File: src/sv/dns_query_validator_unit_defines.svh
// assertion macros for the dns query validator unit
`ifndef DNS_QUERY_VALIDATOR_UNIT_DEFINES_SVH
`define DNS_QUERY_VALIDATOR_UNIT_DEFINES_SVH

`ifndef NO_ASSERTIONS
`define DNSQV_ASSERT_IMPL(name, clk, rst_n, pre, post) \
  name: assert property (@(posedge clk) disable iff (!rst_n) (pre) |-> (post)) \
    else $error("dnsqv check failed");
`define DNSQV_ASSERT_NEXT(name, clk, rst_n, pre, post) \
  name: assert property (@(posedge clk) disable iff (!rst_n) (pre) |=> (post)) \
    else $error("dnsqv check failed");
`else
`define DNSQV_ASSERT_IMPL(name, clk, rst_n, pre, post)
`define DNSQV_ASSERT_NEXT(name, clk, rst_n, pre, post)
`endif

`endif

File: src/sv/dnsqv_pkg.sv
// shared types and constants of the dns query validator
`timescale 1ns / 1ps

package dnsqv_pkg;

  localparam int unsigned MaxMessage = 512;
  localparam int unsigned HdrLen     = 12;
  localparam int unsigned MaxLabel   = 63;
  localparam int unsigned QtailLen   = 4;
  localparam int unsigned ClassIn    = 1;
  localparam int unsigned QdCountOk  = 1;
  localparam int unsigned PosMax     = 1023;
  localparam int unsigned QlenMax    = 511;

  typedef enum logic [1:0] {
    StForward = 2'd0,
    StFormErr = 2'd1,
    StNotImpl = 2'd2,
    StDropped = 2'd3
  } status_e;

  typedef struct packed {
    logic [7:0] data_byte;
    logic [9:0] msg_length;
    logic       last;
  } in_word_t;

  typedef struct packed {
    logic [15:0] query_id;
    status_e     status;
    logic [8:0]  question_length;
  } res_t;

endpackage

File: src/sv/dnsqv_if.sv
// stream interfaces for message bytes and verdicts
`timescale 1ns / 1ps

interface dnsqv_in_if;
  logic       valid;
  logic       ready;
  logic [7:0] data_byte;
  logic [9:0] msg_length;
  logic       last;

  modport source (output valid, data_byte, msg_length, last, input ready);
  modport sink (input valid, data_byte, msg_length, last, output ready);
endinterface

interface dnsqv_out_if;
  logic        valid;
  logic        ready;
  logic [15:0] query_id;
  logic [1:0]  status;
  logic [8:0]  question_length;

  modport source (output valid, query_id, status, question_length, input ready);
  modport sink (input valid, query_id, status, question_length, output ready);
endinterface

File: src/sv/dnsqv_in_stage.sv
// input register for message bytes
`timescale 1ns / 1ps

module dnsqv_in_stage (
  input  logic               clk_i,
  input  logic               rst_ni,
  input  logic               valid_i,
  output logic               ready_o,
  input  dnsqv_pkg::in_word_t word_i,
  input  logic               out_free_i,
  output logic               advance_o,
  output logic               valid_o,
  output dnsqv_pkg::in_word_t word_o
);
  import dnsqv_pkg::*;

  logic     valid_q, valid_d;
  in_word_t word_q;
  logic     accept;

  // a last byte needs room in the result register
  assign advance_o = valid_q && (!word_q.last || out_free_i);
  assign ready_o   = !valid_q || advance_o;
  assign accept    = valid_i && ready_o;

  always_comb begin
    valid_d = valid_q;
    if (accept) begin
      valid_d = 1'b1;
    end else if (advance_o) begin
      valid_d = 1'b0;
    end
  end

  always_ff @(posedge clk_i or negedge rst_ni) begin
    if (!rst_ni) begin
      valid_q <= 1'b0;
    end else begin
      valid_q <= valid_d;
    end
  end

  always_ff @(posedge clk_i) begin
    if (accept) begin
      word_q <= word_i;
    end
  end

  assign valid_o = valid_q;
  assign word_o  = word_q;
endmodule

File: src/sv/dnsqv_parser.sv
// per-byte header and question parser with message state
`timescale 1ns / 1ps

module dnsqv_parser #(
  parameter int unsigned MaxMsgLen = dnsqv_pkg::MaxMessage
) (
  input  logic               clk_i,
  input  logic               rst_ni,
  input  logic               step_i,
  input  dnsqv_pkg::in_word_t word_i,
  output dnsqv_pkg::res_t    res_o
);
  import dnsqv_pkg::*;

  typedef enum logic [2:0] {
    PhHeader,
    PhLen,
    PhBody,
    PhTail,
    PhDone
  } phase_e;

  phase_e      phase_q, phase_d;
  logic [9:0]  pos_q, pos_d;
  logic [5:0]  rem_q, rem_d;
  logic [15:0] id_q, id_d;
  logic [7:0]  flags_q, flags_d;
  logic [15:0] qdcount_q, qdcount_d;
  logic [7:0]  class_hi_q, class_hi_d;
  status_e     err_q, err_d;
  logic [9:0]  qend_q, qend_d;

  logic [7:0]  b;
  logic [9:0]  eff_len;
  logic [10:0] need;
  logic [9:0]  qdiff;
  status_e     status;

  always_comb begin
    phase_d    = phase_q;
    pos_d      = pos_q;
    rem_d      = rem_q;
    id_d       = id_q;
    flags_d    = flags_q;
    qdcount_d  = qdcount_q;
    class_hi_d = class_hi_q;
    err_d      = err_q;
    qend_d     = qend_q;
    status     = StFormErr;
    qdiff      = 10'd0;
    res_o      = '0;

    b = word_i.data_byte;
    if (32'(word_i.msg_length) > MaxMsgLen) begin
      eff_len = 10'(MaxMsgLen);
    end else begin
      eff_len = word_i.msg_length;
    end
    need = 11'(pos_q) + 11'(b) + 11'(QtailLen + 1);

    if (step_i) begin
      if (pos_q < eff_len) begin
        case (phase_q)
          PhHeader: begin
            if (pos_q >= 10'(HdrLen)) begin
              err_d   = StFormErr;
              phase_d = PhDone;
            end else begin
              case (pos_q)
                10'd0: id_d[15:8] = b;
                10'd1: id_d[7:0] = b;
                10'd2: flags_d = b;
                10'd4: qdcount_d[15:8] = b;
                10'd5: qdcount_d[7:0] = b;
                default: ;
              endcase
              if (pos_q == 10'(HdrLen - 1)) begin
                // response and truncation bits, single question
                if (flags_q[7] || flags_q[1] || qdcount_q != 16'(QdCountOk)) begin
                  err_d   = StFormErr;
                  phase_d = PhDone;
                end else begin
                  phase_d = PhLen;
                end
              end
            end
          end
          PhLen: begin
            if (b > 8'(MaxLabel) || need > {1'b0, eff_len}) begin
              err_d   = StFormErr;
              phase_d = PhDone;
            end else if (b == 8'd0) begin
              rem_d   = 6'(QtailLen);
              phase_d = PhTail;
            end else begin
              rem_d   = b[5:0];
              phase_d = PhBody;
            end
          end
          PhBody: begin
            rem_d = rem_q - 6'd1;
            if (rem_q == 6'd1) begin
              phase_d = PhLen;
            end
          end
          PhTail: begin
            if (rem_q == 6'd2) begin
              class_hi_d = b;
            end else if (rem_q == 6'd1) begin
              qend_d  = pos_q + 10'd1;
              err_d   = ({class_hi_q, b} != 16'(ClassIn)) ? StNotImpl : StForward;
              phase_d = PhDone;
            end
            rem_d = rem_q - 6'd1;
          end
          default: ;
        endcase
      end

      if (pos_q != 10'(PosMax)) begin
        pos_d = pos_q + 10'd1;
      end

      // verdict from the state this byte leaves
      if (eff_len <= 10'(HdrLen)) begin
        status = StDropped;
      end else if (phase_d != PhDone) begin
        status = StFormErr;
      end else begin
        status = err_d;
      end

      res_o.query_id = id_d;
      res_o.status   = status;
      if (status == StForward && qend_d >= 10'(HdrLen)) begin
        qdiff = qend_d - 10'(HdrLen);
        if (qdiff > 10'(QlenMax)) begin
          res_o.question_length = 9'(QlenMax);
        end else begin
          res_o.question_length = qdiff[8:0];
        end
      end

      if (word_i.last) begin
        phase_d    = PhHeader;
        pos_d      = 10'd0;
        rem_d      = 6'd0;
        id_d       = 16'd0;
        flags_d    = 8'd0;
        qdcount_d  = 16'd0;
        class_hi_d = 8'd0;
        err_d      = StForward;
        qend_d     = 10'd0;
      end
    end
  end

  always_ff @(posedge clk_i or negedge rst_ni) begin
    if (!rst_ni) begin
      phase_q    <= PhHeader;
      pos_q      <= 10'd0;
      rem_q      <= 6'd0;
      id_q       <= 16'd0;
      flags_q    <= 8'd0;
      qdcount_q  <= 16'd0;
      class_hi_q <= 8'd0;
      err_q      <= StForward;
      qend_q     <= 10'd0;
    end else begin
      phase_q    <= phase_d;
      pos_q      <= pos_d;
      rem_q      <= rem_d;
      id_q       <= id_d;
      flags_q    <= flags_d;
      qdcount_q  <= qdcount_d;
      class_hi_q <= class_hi_d;
      err_q      <= err_d;
      qend_q     <= qend_d;
    end
  end
endmodule

File: src/sv/dnsqv_out_stage.sv
// result register toward the verdict stream
`timescale 1ns / 1ps

module dnsqv_out_stage (
  input  logic            clk_i,
  input  logic            rst_ni,
  input  logic            load_i,
  input  dnsqv_pkg::res_t res_i,
  input  logic            ready_i,
  output logic            out_free_o,
  output logic            valid_o,
  output dnsqv_pkg::res_t res_o
);
  import dnsqv_pkg::*;

  logic valid_q, valid_d;
  res_t res_q;

  assign out_free_o = !valid_q || ready_i;

  always_comb begin
    valid_d = valid_q;
    if (load_i) begin
      valid_d = 1'b1;
    end else if (ready_i) begin
      valid_d = 1'b0;
    end
  end

  always_ff @(posedge clk_i or negedge rst_ni) begin
    if (!rst_ni) begin
      valid_q <= 1'b0;
    end else begin
      valid_q <= valid_d;
    end
  end

  always_ff @(posedge clk_i) begin
    if (load_i) begin
      res_q <= res_i;
    end
  end

  assign valid_o = valid_q;
  assign res_o   = res_q;
endmodule

File: src/sv/dns_query_validator_unit.sv
// Takes one DNS message byte per cycle and gives one verdict word per message,
// loaded into the result register as its last byte leaves the input register.
// Every byte passes an input register, one combinational parse step and, for
// the last byte, the result register, so a new byte can be taken every cycle.
// Input stalls only while a last byte waits on a result word not yet taken.
`timescale 1ns / 1ps
`include "dns_query_validator_unit_defines.svh"

module dns_query_validator_unit #(
  parameter int unsigned MaxMsgLen = dnsqv_pkg::MaxMessage
) (
  input logic              clk_i,
  input logic              rst_ni,
  dnsqv_in_if.sink         in_i,
  dnsqv_out_if.source      out_o
);
  import dnsqv_pkg::*;

  in_word_t in_word;
  in_word_t stg_word;
  logic     stg_valid;
  logic     in_ready;
  logic     advance;
  logic     out_free;
  res_t     step_res;
  res_t     res_word;
  logic     res_valid;

  assign in_word.data_byte  = in_i.data_byte;
  assign in_word.msg_length = in_i.msg_length;
  assign in_word.last       = in_i.last;
  assign in_i.ready         = in_ready;

  dnsqv_in_stage u_in_stage (
    .clk_i      (clk_i),
    .rst_ni     (rst_ni),
    .valid_i    (in_i.valid),
    .ready_o    (in_ready),
    .word_i     (in_word),
    .out_free_i (out_free),
    .advance_o  (advance),
    .valid_o    (stg_valid),
    .word_o     (stg_word)
  );

  dnsqv_parser #(
    .MaxMsgLen (MaxMsgLen)
  ) u_parser (
    .clk_i  (clk_i),
    .rst_ni (rst_ni),
    .step_i (advance),
    .word_i (stg_word),
    .res_o  (step_res)
  );

  dnsqv_out_stage u_out_stage (
    .clk_i      (clk_i),
    .rst_ni     (rst_ni),
    .load_i     (advance && stg_word.last),
    .res_i      (step_res),
    .ready_i    (out_o.ready),
    .out_free_o (out_free),
    .valid_o    (res_valid),
    .res_o      (res_word)
  );

  assign out_o.valid           = res_valid;
  assign out_o.query_id        = res_word.query_id;
  assign out_o.status          = res_word.status;
  assign out_o.question_length = res_word.question_length;

  `DNSQV_ASSERT_NEXT(a_last_loads_result, clk_i, rst_ni, advance && stg_word.last, res_valid)
  `DNSQV_ASSERT_IMPL(a_last_waits_on_full, clk_i, rst_ni, stg_valid && stg_word.last && res_valid && !out_o.ready, !advance)
  `DNSQV_ASSERT_IMPL(a_qlen_only_forward, clk_i, rst_ni, res_valid && res_word.status != StForward, res_word.question_length == 9'd0)
endmodule

File: src/flat_wrapper.sv
// flat-port wrapper written by rule: the top's interface ports become plain ports
module dns_query_validator_unit_flat import dnsqv_pkg::*;
#(
  parameter int unsigned MaxMsgLen = dnsqv_pkg::MaxMessage
)
  (clk_i, rst_ni, in_i_valid, in_i_data_byte, in_i_msg_length, in_i_last, in_i_ready, out_o_valid, out_o_query_id, out_o_status, out_o_question_length, out_o_ready);
  dnsqv_in_if in_i_i ();
  dnsqv_out_if out_o_i ();
  input logic clk_i;
  input logic rst_ni;
  input wire logic [$bits(in_i_i.valid)-1:0] in_i_valid;
  input wire logic [$bits(in_i_i.data_byte)-1:0] in_i_data_byte;
  input wire logic [$bits(in_i_i.msg_length)-1:0] in_i_msg_length;
  input wire logic [$bits(in_i_i.last)-1:0] in_i_last;
  output wire logic [$bits(in_i_i.ready)-1:0] in_i_ready;
  output wire logic [$bits(out_o_i.valid)-1:0] out_o_valid;
  output wire logic [$bits(out_o_i.query_id)-1:0] out_o_query_id;
  output wire logic [$bits(out_o_i.status)-1:0] out_o_status;
  output wire logic [$bits(out_o_i.question_length)-1:0] out_o_question_length;
  input wire logic [$bits(out_o_i.ready)-1:0] out_o_ready;
  assign in_i_i.valid = in_i_valid;
  assign in_i_i.data_byte = in_i_data_byte;
  assign in_i_i.msg_length = in_i_msg_length;
  assign in_i_i.last = in_i_last;
  assign in_i_ready = in_i_i.ready;
  assign out_o_valid = out_o_i.valid;
  assign out_o_query_id = out_o_i.query_id;
  assign out_o_status = out_o_i.status;
  assign out_o_question_length = out_o_i.question_length;
  assign out_o_i.ready = out_o_ready;
  dns_query_validator_unit #(.MaxMsgLen(MaxMsgLen)) u_core (.clk_i(clk_i), .rst_ni(rst_ni), .in_i(in_i_i), .out_o(out_o_i));
endmodule
File: config.mk
export PLATFORM = sky130hd
export DESIGN_NAME = dns_query_validator_unit_flat
export DESIGN_NICKNAME = d
export VERILOG_FILES = /design/src/sv/dnsqv_pkg.sv /design/src/sv/dnsqv_if.sv /design/src/sv/dnsqv_in_stage.sv /design/src/sv/dnsqv_parser.sv /design/src/sv/dnsqv_out_stage.sv /design/src/sv/dns_query_validator_unit.sv /design/src/flat_wrapper.sv
export VERILOG_INCLUDE_DIRS = /design/src /design/src/sv
export SDC_FILE = /design/constraint.sdc
export NUM_CORES = 1
export LEC_CHECK = 0
export BUFFER_PORTS_ARGS = -buffer_cell sky130_fd_sc_hd__buf_2
export CORE_AREA = 2 2 115 117
export CTS_BUF_LIST = sky130_fd_sc_hd__clkbuf_16
export DETAILED_ROUTE_END_ITERATION = 6
export DIE_AREA = 0 0 117 119
export PLACE_DENSITY = 0.71
export SETUP_SLACK_MARGIN = 0.5
export SLEW_MARGIN = 20
export SYNTH_ARGS = -nofsm -noshare
export SYNTH_HDL_FRONTEND = slang
export SYNTH_SLANG_ARGS = --single-unit
File: constraint.sdc
create_clock -name clk_i -period 5.2 [get_ports clk_i]
set_input_delay 1.04 -clock clk_i [delete_from_list [all_inputs] [get_ports clk_i]]
set_output_delay 1.04 -clock clk_i [all_outputs]
set_load 0.02 [all_outputs]
==> metrics.md <==
| Metric | Value |
|---|---|
| Status | complete, no violations |
| Initial Utilization | 53.31% |
| Final core utilization | 64.02% |
| Initial antenna violation count | 0 |
| Synth warn | 0 |
| Pin count of the biggest net entering global routing | 39 |
| Number of synthesized flops with an enable pin | 46 |
| Arrival time at the worst endpoint | roughly 4.8 ns |
| Die height | 119 um |
| Overflow after GRT | 0 |
| Worst-Skew Late Latency | ~0.43 ns |
| Post-Place Setup Slack | 0.3292 ns |
| Total GRT Usage | 28.18% |
| Hold path startpoint | u_core.u_parser.id_q[3] |
| Fin crit share | between 80% and 90% |
| Final WL | ~19,000 um |
| Final Hold Vio Count | 0 |
| Number of CTS-inserted buffers | 17 |
| Routed wire per std cell | 19.57 um |
| Area of the multi-input gates | 3550 um2 |
| Initial DRC Count | 647 |
| Buffers & Inverters on Critical Path | 1 |
| Top post-synthesis cells by area | dfrtp_1 (27%), edfxtp_1 (20%), ha_1 (7.8%) |
| # diodes | 0 |
| Chip width | 117 um |
| Syn Inst Count | about 690 |
| Port bufs | roughly 50 |
| Fillers | around 1,000 |
| CTS Buffer Depth | 2 |
| Cts hold-fix bufs | 0 |
| Slowest CP cell | edfxtp_1 |
| Number of global-route vias before repair | 5,518 |
| Area Growth Syn to Fin | 20.09% |
| DRT Pass-1 Iters | 5 |
| Count leader, synth | nand2_1 |
| Dominant synthesized flop cell | dfrtp_1 |
| Yosys top cell by area | dfrtp_1 |
| Clock Sinks | 121 |
| Vias | 5,732 |
| Worst R2R Start | u_core.u_in_stage.word_o[14] |
| Die area | 13,920 um2 |
| Root Buffer | clkbuf_16 |
| Number of I/O pins | 52 |
| CP max stage delay | approximately 0.42 ns |
| Synth cell count leaders | nand2_1 (97), dfrtp_1 (75), o21ai_0 (58) |
| Final min period | 4.525 ns |
| First-pass GRT wire length | 29,390 um |
| Worst-path cell chain | ha_1 > ha_1 > and3_1 > a221o_1 > o21ai_0 > nand2b_1 > a21oi_1 > xnor2_1 > ha_1 > a21o_1 > a21oi_2 > o221ai_4 > o311ai_4 > a211oi_4 > a2111oi_4 > buf_4 > nand4b_4 > a31oi_1 |
| Setup TNS | 0 ns |
| Fmax achieved | 0.2210 GHz |
| Remaining routing DRC violations | 0 |
| Reg2Reg Setup Slack | between 0.6 and 0.7 ns |
| Setup crit start kind | register |
| Max-Cap Viols | 0 |
| Crit-path leading delay family | compound AO/OA/AOI/OAI gates |
| Via density | 6.059 |
| Final Instance Area | roughly 8000 um2 |
| Register area share after synthesis | 47.47% |
| R2r worst-path depth | 18 |
| Critical path class | reg2reg |
| Share of cells above drive strength 1 | 18.83% |
| Async SR Flop Fraction | roughly three fifths |
| Nets | 824 |
| Synth cell types | 69 |
| Peak VDD IR | 0.2266 mV |
| Hpwl dp | 13,190 um |
| Final WS setup | 0.6752 ns |
| FF-to-FF End | u_core.u_out_stage.res_o[1] |
| Synth Net Count | 760 |
| Sequential Area | 3258 um2 |
| CTS tree | built |
| Leakage | 3.491 nW |
| Req. time, crit path | between 5 and 6 ns |
| H-tree depth | 4 |
| Final setup viols | 0 |
| Most frequent CP cell | ha_1 |
| Share of the synthesized area in the top cell type | 27.34% |
| GPL Wtd Cong | between 0.9 and 1 |
| Pwr dens | 364.5 nW/um2 |
| Cell Area, Synth | approximately 6900 um2 |
| Floorplan core area | 12,870 um2 |
| Reg clk slew, reported paths | 0.06 ns |
| CP Max Fanout | 5 |
| FP Rows | 42 |
| Worst slew margin | 38.38% |
| CP Capture Type | register |
| RSZ-0062 raised after global routing | no |
| Hold Path Sink | u_core.u_parser.id_q[3] |
| Area after DPL | 7320 um2 |
| FF+latch count, synth | 121 |
| Final Max Slew Viols | 0 |
| Avg Inst Size Synth | just under 10 um2 |
| Hold WC Path Type | reg2reg |
| Worst-Margin Slew | 0.9243 ns |
| Fin Clk Skew | 0.007978 ns |
| Final ANT Viol Nets | 0 |
| WHS Path Cells | 2 |
==> final cells by class <==
cell class | count | share of cell area (%)
Sequential cell | 121 | 39.53
Multi-Input combinational cell | 518 | 43.06
Timing Repair Buffer | 76 | 5.373
Clock buffer | 17 | 5.161
Clock inverter | 15 | 3.157
Tap cell | 176 | 2.672
Inverter | 23 | 1.047
==> worst reg2reg max path, delay by kind of cell, from the launching register on <==
kind	cells	cell delay (ns)
compound gates	10	2.21
fa+ha+maj	3	0.95
flops	1	0.42
simple gates	3	0.42
buf+inv	1	0.20
xor+xnor	1	0.14
==> cell families (layout without fill, tap and decap cells) <==
kind of cell,after synthesis,count (layout),synth area share (%)
fa+ha+maj,44,44,8.130
simple gates,249,250,18.39
compound gates,181,181,16.81
buf+inv,55,131,3.190
mux,18,18,2.716
xor+xnor,25,25,3.299
flops,121,121,47.47
==> sequential cells by signal (all words and copies together) (netlist names) <==
name / count
u_core.u_parser.err_q: 2
u_core.u_parser.phase_q: 3
u_core.u_parser.qend_q: 10
u_core.u_parser.class_hi_q: 8
u_core.u_parser.id_q: 16
u_core.u_out_stage.res_o: 27
u_core.u_in_stage.word_o: 19
u_core.u_parser.pos_q: 10
u_core.u_parser.flags_q: 2
u_core.u_parser.rem_q: 6
u_core.u_parser.qdcount_q: 16
u_core.u_in_stage.valid_o: 1
u_core.u_out_stage.valid_o: 1
==> where the power goes <==
part | switching (mW) | internal, mW | leakage (nW)
clock network | 0.464 | 0.910 | 0.331
logic | 0.341 | 0.172 | 1.69
registers | 0.0478 | 1.07 | 1.47
total | 0.853 | 2.15 | 3.49
==> layout by cell type, fill, tap and decap left out, types with 4 or more instances in the layout <==
cell type  synthesis  routed
a21o_1             8       8
a31oi_1            5       5
clkbuf_16          0      17
nor4_1            14      13
a211oi_1           6       5
a21oi_1           47      40
dfrtp_1           75      75
a32o_1             6       5
buf_4              0      25
nand4_1            5       5
a21oi_2            0       7
nor2_1            29      29
nand2_1           97      97
bufinv_16          0       6
or4_1              4       4
nand2b_1          13      13
and2_1             6       6
buf_2              4      51
o21ai_1            4       6
inv_1             21      21
xnor2_1           16      16
nand3_1           35      34
xor2_1             8       8
o21ai_0           58      56
and3_1             7       7
o31ai_1           15      15
mux2i_1           16      16
edfxtp_1          46      46
nor3_1            13      12
inv_6              0       5
ha_1              43      43
==> through the flow <==
step	cells	hold WS [ns]	power, mW
CTS	938	0.4802	2.986
finish	946	0.4793	3.004
detailed placement	902	0.4664	1.605
global route	946	0.5024	3.122
floorplan	693	0.4447	1.445
global placement	902	0.4596	1.593
==> worst max path at each step <==
stage	from	endpoint	slack, ns	depth (start not counted)
6_report	u_core.u_in_stage.word_o[14]	u_core.u_out_stage.res_o[1]	0.68	18
5_1_grt	u_core.u_in_stage.word_o[12]	u_core.u_out_stage.res_o[1]	0.49	20
4_1_cts	u_core.u_in_stage.word_o[12]	u_core.u_out_stage.res_o[1]	0.54	20
3_5_place_dp	u_core.u_in_stage.word_o[12]	u_core.u_out_stage.res_o[1]	0.33	19
3_3_place_gp	u_core.u_in_stage.word_o[12]	u_core.u_out_stage.res_o[1]	0.47	19
2_1_floorplan	u_core.u_parser.pos_q[2]	u_core.u_out_stage.res_o[1]	0.59	21
==> timing repair <==
item | CTS | global route
pin swaps | 5 | 10
setup endpoints to repair | 10 | 17
gates resized for setup | 5 | 20
setup buffers | 4 | 7
gates cloned | 0 | 1
==> layer usage <==
| metal | vias up | routed length (um) | share of wire, % | global-route usage [%] |
|---|---|---|---|---|
| li1 | 2687 | - | - | - |
| met1 | 2779 | 8194 | 44 | 40.27 |
| met3 | 31 | 1273 | 6.9 | 7.176 |
| met2 | 235 | 8628 | 47 | 41.51 |
| met4 | 0 | 414 | 2.2 | 10.15 |
| met5 | - | 0 | 0 | 0 |
(Power assumes the default switching activity.)
